===== config.mk =====
export PLATFORM = sky130hd
export DESIGN_NAME = tlb_fifo_lru_replacement
export DESIGN_NICKNAME = d
export VERILOG_FILES = /design/src/design/tflru_pkg.sv /design/src/design/tflru_ram.sv /design/src/design/tlb_fifo_lru_replacement.sv
export SDC_FILE = /design/constraint.sdc
export NUM_CORES = 2
export LEC_CHECK = 0
export ABC_AREA = 1
export BUFFER_PORTS_ARGS = -buffer_cell sky130_fd_sc_hd__buf_2
export CAP_MARGIN = 20
export CORE_ASPECT_RATIO = 2
export CORE_MARGIN = 2
export CORE_UTILIZATION = 52
export CTS_CLUSTER_SIZE = 40
export DETAILED_ROUTE_END_ITERATION = 10
export GPL_TIMING_DRIVEN = 1
export MAX_ROUTING_LAYER = met4
export PLACE_DENSITY = 0.65
export SLEW_MARGIN = 40
export SYNTH_ARGS = -nofsm -noshare
export SYNTH_HDL_FRONTEND = slang
export SYNTH_SLANG_ARGS = --single-unit

===== constraint.sdc =====
create_clock -name clk -period 18.2 [get_ports clk]
set_input_delay 1.82 -clock clk [delete_from_list [all_inputs] [get_ports clk]]
set_output_delay 1.82 -clock clk [all_outputs]
set_load 0.05 [all_outputs]

===== src/design/tflru_pkg.sv =====
// Shared types and constants for the fully associative TLB with FIFO/LRU replacement.
// No dependencies; imported by the top level and by its checker.
`default_nettype none

package tflru_pkg;

  localparam int MAX_ENTRIES_DEF = 16;

  localparam int PAGE_W  = 32;
  localparam int FRAME_W = 32;
  localparam int STAMP_W = 32;

  // Configuration port
  localparam int CFG_ADDR_W = 2;
  localparam int CFG_DATA_W = 5;
  localparam logic [CFG_ADDR_W-1:0] REG_ENTRIES_IN_USE   = 2'd0;
  localparam logic [CFG_ADDR_W-1:0] REG_REPLACEMENT_MODE = 2'd1;
  localparam logic [CFG_DATA_W-1:0] ENTRIES_IN_USE_RST   = 5'd16;

  localparam logic MODE_FIFO = 1'b0;
  localparam logic MODE_LRU  = 1'b1;

  localparam logic REQ_LOOKUP = 1'b0;
  localparam logic REQ_INSERT = 1'b1;

  // Stream payloads
  localparam int IN_DATA_W  = PAGE_W + FRAME_W;
  localparam int IN_USER_W  = 1;
  localparam int OUT_DATA_W = FRAME_W + PAGE_W;
  localparam int OUT_USER_W = 2;

  typedef struct packed {
    logic [STAMP_W-1:0] stamp;
    logic [FRAME_W-1:0] frame;
    logic [PAGE_W-1:0]  page;
  } entry_t;

  localparam int ENTRY_W = $bits(entry_t);

endpackage

`default_nettype wire


===== src/design/tflru_ram.sv =====
// Generic single-port-write, single-port-read RAM with registered read data.
// No dependencies.
`default_nettype none

module tflru_ram #(
  parameter int WIDTH = 8,
  parameter int DEPTH = 16,
  localparam int AW   = (DEPTH > 1) ? $clog2(DEPTH) : 1
) (
  input  wire logic             clk,
  input  wire logic             we,
  input  wire logic [AW-1:0]    waddr,
  input  wire logic [WIDTH-1:0] wdata,
  input  wire logic             re,
  input  wire logic [AW-1:0]    raddr,
  output logic      [WIDTH-1:0] rdata
);

  logic [WIDTH-1:0] mem_r [DEPTH];

  always_ff @(posedge clk) begin
    if (we) begin
      mem_r[waddr] <= wdata;
    end
    if (re) begin
      rdata <= mem_r[raddr];
    end
  end

endmodule

`default_nettype wire


===== src/design/tlb_fifo_lru_replacement.sv =====
// Fully associative TLB, FIFO or LRU replacement, entries held in one RAM.
// Depends on tflru_pkg and tflru_ram.
//
// Use:
//   in_*  : one request per transfer. in_tuser[0] is the kind (0 lookup,
//           1 insert); in_tdata carries page and frame.
//   out_* : one result per request, in request order. out_tuser carries the
//           hit and evicted flags, out_tdata the frame found and the page
//           that was replaced.
//   cfg_* : write entries_in_use (index 0) or replacement_mode (index 1)
//           while no request is in flight.
// Operation: a request walks the held entries through the single RAM read
// port, one entry per cycle, then passes the drain and write-back states and
// writes the RAM at most once (not at all for a lookup or a FIFO hit).
// An empty TLB goes straight to write-back. The next request is taken in
// the cycle after the result is loaded, so no new request is taken while
// one is in flight.
// Reset empties the TLB (fill count and stamp counter cleared; the RAM
// needs no clearing pass) and restores the register defaults.
// A stalled receiver holds the result in the output register; one further
// request may be taken and worked up to its write-back meanwhile.
`default_nettype none

module tlb_fifo_lru_replacement #(
  parameter int MAX_ENTRIES = tflru_pkg::MAX_ENTRIES_DEF
) (
  input  wire logic                              clk,
  input  wire logic                              rst_n,
  // in_tdata: page [31:0], frame [63:32]
  input  wire logic                              in_tvalid,
  output logic                                   in_tready,
  input  wire logic [tflru_pkg::IN_DATA_W-1:0]   in_tdata,
  // in_tuser: req_type [0]
  input  wire logic [tflru_pkg::IN_USER_W-1:0]   in_tuser,
  // out_tdata: frame_out [31:0], evicted_page [63:32]
  output logic                                   out_tvalid,
  input  wire logic                              out_tready,
  output logic      [tflru_pkg::OUT_DATA_W-1:0]  out_tdata,
  // out_tuser: hit [0], evicted [1]
  output logic      [tflru_pkg::OUT_USER_W-1:0]  out_tuser,
  input  wire logic                              cfg_we,
  input  wire logic [tflru_pkg::CFG_ADDR_W-1:0]  cfg_addr,
  input  wire logic [tflru_pkg::CFG_DATA_W-1:0]  cfg_wdata
);

  import tflru_pkg::*;

  localparam int IDX_W = (MAX_ENTRIES > 1) ? $clog2(MAX_ENTRIES) : 1;
  localparam int CNT_W = $clog2(MAX_ENTRIES + 1);
  localparam int CMP_W = (CNT_W > CFG_DATA_W) ? CNT_W : CFG_DATA_W;
  localparam logic [CMP_W-1:0] MAX_CMP = CMP_W'(MAX_ENTRIES);

  localparam logic [1:0] ST_IDLE  = 2'd0;
  localparam logic [1:0] ST_SCAN  = 2'd1;
  localparam logic [1:0] ST_DRAIN = 2'd2;
  localparam logic [1:0] ST_WB    = 2'd3;

  logic [1:0]            state_r, state_nxt;
  logic [CFG_DATA_W-1:0] limit_cfg_r;
  logic                  mode_r;
  logic [CNT_W-1:0]      fill_r;
  logic [STAMP_W-1:0]    stamp_r;

  // Request being worked
  logic                  req_ins_r;
  logic [PAGE_W-1:0]     req_page_r;
  logic [FRAME_W-1:0]    req_frame_r;

  // Scan
  logic [CNT_W-1:0]      scan_cnt_r;
  logic                  rd_vld_r;
  logic [IDX_W-1:0]      rd_idx_r;
  logic                  found_r;
  logic [IDX_W-1:0]      match_idx_r;
  logic [FRAME_W-1:0]    match_frame_r;
  logic [IDX_W-1:0]      victim_idx_r;
  logic [STAMP_W-1:0]    victim_stamp_r;
  logic [PAGE_W-1:0]     victim_page_r;

  // Output register
  logic                  out_vld_r;
  logic [OUT_DATA_W-1:0] out_data_r;
  logic [OUT_USER_W-1:0] out_user_r;

  logic                  in_xfer;
  logic                  rd_en;
  logic [IDX_W-1:0]      rd_addr;
  entry_t                rd_entry;
  logic                  wr_en;
  logic [IDX_W-1:0]      wr_addr;
  entry_t                wr_entry;
  logic                  wb_go;
  logic [CMP_W-1:0]      limit;
  logic                  has_room;
  logic                  do_append;
  logic                  do_evict;
  logic                  do_refresh;
  logic [STAMP_W-1:0]    stamp_new;

  assign in_tready = (state_r == ST_IDLE);
  assign in_xfer   = in_tvalid && in_tready;

  assign rd_en   = (state_r == ST_SCAN);
  assign rd_addr = scan_cnt_r[IDX_W-1:0];

  // Writes happen only at write-back; the next scan starts later, so the
  // read port never sees a stale entry.
  tflru_ram #(
    .WIDTH (ENTRY_W),
    .DEPTH (MAX_ENTRIES)
  ) u_ram (
    .clk   (clk),
    .we    (wr_en),
    .waddr (wr_addr),
    .wdata (wr_entry),
    .re    (rd_en),
    .raddr (rd_addr),
    .rdata (rd_entry)
  );

  // Clamp the configured limit to 1..MAX_ENTRIES
  always_comb begin
    limit = CMP_W'(limit_cfg_r);
    if (limit_cfg_r == '0) begin
      limit = CMP_W'(1);
    end else if (limit > MAX_CMP) begin
      limit = MAX_CMP;
    end
  end

  assign has_room   = CMP_W'(fill_r) < limit;
  assign wb_go      = (state_r == ST_WB) && (!out_vld_r || out_tready);
  assign do_refresh = found_r && req_ins_r && (mode_r == MODE_LRU);
  assign do_append  = !found_r && req_ins_r && has_room;
  assign do_evict   = !found_r && req_ins_r && !has_room;
  assign stamp_new  = stamp_r + STAMP_W'(1);

  always_comb begin
    wr_en          = wb_go && (do_refresh || do_append || do_evict);
    wr_entry.page  = req_page_r;
    wr_entry.frame = req_frame_r;
    wr_entry.stamp = stamp_new;
    wr_addr        = victim_idx_r;
    if (do_refresh) begin
      wr_addr        = match_idx_r;
      wr_entry.frame = match_frame_r;
    end else if (do_append) begin
      wr_addr = fill_r[IDX_W-1:0];
    end
  end

  always_comb begin
    state_nxt = state_r;
    unique case (state_r)
      ST_IDLE: begin
        if (in_xfer) begin
          state_nxt = (fill_r == '0) ? ST_WB : ST_SCAN;
        end
      end
      ST_SCAN: begin
        if (scan_cnt_r + CNT_W'(1) == fill_r) begin
          state_nxt = ST_DRAIN;
        end
      end
      ST_DRAIN: state_nxt = ST_WB;
      ST_WB: begin
        if (wb_go) begin
          state_nxt = ST_IDLE;
        end
      end
      default: state_nxt = ST_IDLE;
    endcase
  end

  // Control state
  always_ff @(posedge clk) begin
    if (!rst_n) begin
      state_r     <= ST_IDLE;
      limit_cfg_r <= ENTRIES_IN_USE_RST;
      mode_r      <= MODE_FIFO;
      fill_r      <= '0;
      stamp_r     <= '0;
      rd_vld_r    <= 1'b0;
      out_vld_r   <= 1'b0;
    end else begin
      state_r  <= state_nxt;
      rd_vld_r <= rd_en;
      if (cfg_we) begin
        unique case (cfg_addr)
          REG_ENTRIES_IN_USE:   limit_cfg_r <= cfg_wdata;
          REG_REPLACEMENT_MODE: mode_r      <= cfg_wdata[0];
          default: ;
        endcase
      end
      if (wr_en) begin
        stamp_r <= stamp_new;
      end
      if (wb_go && do_append) begin
        fill_r <= fill_r + CNT_W'(1);
      end
      if (wb_go) begin
        out_vld_r <= 1'b1;
      end else if (out_tready) begin
        out_vld_r <= 1'b0;
      end
    end
  end

  // Request, scan results and output payload
  always_ff @(posedge clk) begin
    if (in_xfer) begin
      req_ins_r   <= in_tuser[0];
      req_page_r  <= in_tdata[PAGE_W-1:0];
      req_frame_r <= in_tdata[PAGE_W +: FRAME_W];
      scan_cnt_r  <= '0;
      found_r     <= 1'b0;
    end else if (rd_en) begin
      scan_cnt_r <= scan_cnt_r + CNT_W'(1);
    end
    if (rd_en) begin
      rd_idx_r <= rd_addr;
    end
    if (rd_vld_r) begin
      // Lowest matching index wins
      if (!found_r && (rd_entry.page == req_page_r)) begin
        found_r       <= 1'b1;
        match_idx_r   <= rd_idx_r;
        match_frame_r <= rd_entry.frame;
      end
      // Strictly smaller stamp: ties keep the lower index
      if ((rd_idx_r == '0) || (rd_entry.stamp < victim_stamp_r)) begin
        victim_idx_r   <= rd_idx_r;
        victim_stamp_r <= rd_entry.stamp;
        victim_page_r  <= rd_entry.page;
      end
    end
    if (wb_go) begin
      out_user_r <= {do_evict, found_r};
      out_data_r <= {(do_evict ? victim_page_r : {PAGE_W{1'b0}}),
                     (found_r ? match_frame_r : {FRAME_W{1'b0}})};
    end
  end

  assign out_tvalid = out_vld_r;
  assign out_tdata  = out_data_r;
  assign out_tuser  = out_user_r;

endmodule

`default_nettype wire


==> results.txt <==
----------------------------------------------------
[Place]
  Number of I/O port buffers ... 144
  Dpl hpwl ... 102000 um
  GPL Wtd Cong ... 0.869
  Post-Place Setup Slack ... 12180 ps
  Number of cells in the design after placement ... 6981

[Timing]
  Minimum setup slack in the final design ... 13160 ps
  Final worst path period need ... 5040 ps
  Fin. max-slew vios ... 0
  Fin. Hold Viols ... 0
  Share of the clock period used by the worst path after layout ... 0.277
  Fmax ... 198 MHz
  Setup repair after global routing missed its margin ... no
  Worst Max-Slew Pin Slew ... 938 ps
  Clk_skew ... 60.2 ps
  Setup Viol. Count Final ... 0
  Worst max-slew margin expressed relative to the limit ... 0.375
  Sum of negative setup slack ... 0 ps

[Clock network]
  Total number of H-tree levels ... 4
  Source-to-sink clock delay at the later pin of the worst-skew pair ... 810 ps
  Postcts setup bufs ... 0
  Clock-pin slew on the worst setup and hold paths ... 60 ps
  TritonCTS buffer count ... 169
  Cell chosen for the clock root ... clkbuf_16
  Resized cells post-CTS ... 0
  # clock sinks ... 1924
  Clock tree from TritonCTS ... built
  Hold buffer count at cts ... 0
  Number of buffers on the longest clock path ... 4

[Hold path]
  Endpoint of the worst hold-timing path ... match_frame_r[13]$_DFFE_PP_
  Beginning of the worst hold path ... u_ram.rdata[45]$_DFFE_PP_
  Type of the most critical hold path ... reg -> reg
  Worst Hold Path Cells ... 0

[Worst setup path]
  Number of cells traversed by the worst register-to-register path ... 6
  Internal reg-to-reg setup slack ... 13380 ps
  Classification of the worst setup path ... in -> reg
  Critical R2R Capture ... u_ram.mem_r[6][4]$_DFFE_PP_
  Worst reg2reg path startpoint ... req_ins_r$_DFFE_PP_
  Endpoint required time on the critical path ... 18620 ps
  Category of the worst setup path capture point ... flip-flop
  Crit start category ... input port
  Crit path DAT ... 5460 ps
  Peak fanout along the critical path ... 44

[Yosys]
  Top-count cell post-synth ... edfxtp_1
  Sequential cell area fraction in the yosys report ... 0.758
  Number of flops mapped to enable cells by yosys ... 1871
  Number of warnings printed during yosys synthesis ... 0
  Area fraction of the dominant cell type after synthesis ... 0.744
  XOR/XNOR Fraction of Synth Area ... 0.00452
  Post-synthesis average cell area ... 14.6 um^2
  Mux contribution to synthesized area ... 0.0362
  Post-synthesis instance total ... 5175
  Async S/R FF share, synth ... 0
  Most area-consuming cells after synthesis ... edfxtp_1 (74%), nor2_1 (3.7%), mux2i_1 (3.6%)
  Area fraction in compound gates after synthesis ... 0.0877
  Post-synthesis share of cell area spent on and, or, nand and nor gates ... 0.0733
  Post-synth top cells ... edfxtp_1 (1871), nor2_1 (751), o21ai_0 (453)
  Main flop type after synthesis ... edfxtp_1
  Cell type contributing the most total cell area after synthesis ... edfxtp_1
  Netlist Area Pre-Place ... 0.0755 mm^2
  Combinational family with the most area after synthesis ... compound AO/OA/AOI/OAI gates
  Adder-cell share of the synthesized area ... 0.00712
  Number of unique standard cell types used by synthesis ... 49
  Net count of the mapped netlist ... 5295
  Register bit count reported by yosys ... 1924

[Routing]
  Sum of routed wire length over all layers ... 184000 um
  Detail-routed net length per standard cell ... 25.3 um
  1st-pass router iterations ... 5
  Number of vias per cell after detailed routing ... 5.99
  DRC violation count after routing ... 0
  DR iter-0 viols ... 4253
  Via count ... 43552
  Count of nets left with antenna violations after detail routing ... 0

[Layout]
  Final-stage net count ... 5388
  Non-filler cells in the finished layout ... 7275
  Area Growth Syn to Fin ... 10.8%
  Share of final-layout standard cells stronger than drive strength 1 ... 0.101

[Global route]
  Wire length of the first global-routing pass ... 270000 um
  Antenna violations before repair ... 3
  Vias in the first global route ... 43549
  Global-route usage over all layers ... 0.252
  Pin count of the biggest net entering global routing ... 210
  Total grt overflow ... 0

[Die]
  I/O pin count ... 145
  Number of standard-cell rows in the floorplan ... 197
  Height of the die ... 543 um
  Chip width ... 273 um
  Starting density of the core ... 0.524
  Core ar. ... 0.144 mm^2
  Die Area ... 0.148 mm^2

[Power and ir drop]
  Combinational power share ... 0.224
  Share of power burned in registers ... 0.473
  Net Sw Frac ... 0.310
  Pwr dens ... 139 mW/mm^2
  Clk pwr share ... 0.303
  Total Power Consumption ... 0.0117 W
  Internal power ... 0.00806 W
  Switching power ... 0.00361 W
  Static power due to leakage ... 27.9 nW
  IR Drop Worst-Case VDD ... 109 uV

[Status]
  Outcome ... finished, final reports clean

[Run]
  Max-cap viol count ... 0

----------------------------------------------------
## per-layer routing
layer  part of all wire  routed length (um)  GRT usage  vias to the layer above
li1                   -                   -          -                    19664
met1               0.38               69800      0.293                    22102
met2               0.53               96500      0.439                     1358
met3              0.048                8870     0.0249                      428
met4              0.047                8650      0.114                        0
met5                  0                   0          -                        -
## sequential cells by signal, indices dropped and copies added, names as in the netlist, 5 cells and up
name / cells
match_frame_r: 32
req_frame_r: 32
out_tdata: 64
scan_cnt_r: 5
req_page_r: 32
limit_cfg_r: 5
u_ram.rdata: 96
victim_page_r: 32
u_ram.mem_r: 1536
victim_stamp_r: 32
stamp_r: 32
fill_r: 5
## per-stage QoR
stage	utilization	hold slack, ps	instance area [um^2]
after floorplan	-	400	75500
after global placement	0.540	401	77900
after detailed placement	0.542	405	78100
after CTS	0.579	419	83500
after global routing	0.580	429	83700
final	0.580	418	83700
## worst max-delay path by stage
| stage | to | cells after the start | from |
|---|---|---|---|
| floorplan | u_ram.mem_r[10][0]$_DFFE_PP_ | 9 | out_tready |
| global placement | u_ram.mem_r[15][11]$_DFFE_PP_ | 11 | out_tready |
| detailed placement | u_ram.mem_r[0][71]$_DFFE_PP_ | 9 | out_tready |
| CTS | u_ram.mem_r[0][85]$_DFFE_PP_ | 9 | out_tready |
| global route | u_ram.mem_r[13][69]$_DFFE_PP_ | 11 | out_tready |
| finish | u_ram.mem_r[6][4]$_DFFE_PP_ | 9 | out_tready |
## power groups by stage
| stage | clock network, W | registers, W | logic [W] |
|---|---|---|---|
| 2_1_floorplan | 0 | 0.00556 | 0.00182 |
| 3_3_place_gp | 0 | 0.00564 | 0.00251 |
| 3_5_place_dp | 0 | 0.00563 | 0.00258 |
| 4_1_cts | 0.00359 | 0.00554 | 0.00259 |
| 5_1_grt | 0.00374 | 0.00554 | 0.00284 |
| 6_report | 0.00353 | 0.00552 | 0.00261 |
## cell families (layout without fill, tap and decap cells)
kind of cell,count (synthesis),in the layout
XOR/XNOR,39,39
AO/OA/AOI/OAI,992,992
other,0,1
multiplexers,273,273
flip-flops,1924,1924
buffers and inverters,534,743
adder cells (fa/ha/maj),43,43
AND/OR/NAND/NOR,1370,1370
## final cells by class
type	count	area [um^2]
clock buffer	188	4360
antenna	1	2.50
tap	1890	2360
fill	10989	60500
sequential	1924	57300
timing repair buffer	237	1670
multi-input combinational	2717	16200
inverter	219	852
clock inverter	99	1000
## cell usage in the layout (no fill, tap or decap), types with 22 or more instances in the layout
master and instances:
nand3_1 118, inv_1 209, ha_1 42, o221ai_1 273
mux2i_1 273, clkinv_1 35, clkinv_2 31, dfxtp_1 48
a21oi_1 47, o211ai_1 93, o21ai_0 453, nor2_1 734
buf_2 144, clkbuf_16 173, buf_4 52, nor3_1 45
o32ai_1 90, o22ai_1 22, buf_6 32, nand2_1 402
edfxtp_1 1871
## worst max-delay path, cell delays in order
cell and delay, ps:
buf_2 70, inv_1 60, nand2_1 80, nand2_1 200, a21oi_4 550, nand3_1 440
nor2_4 700, buf_4 660, buf_4 760
(Power assumes the default switching activity.)
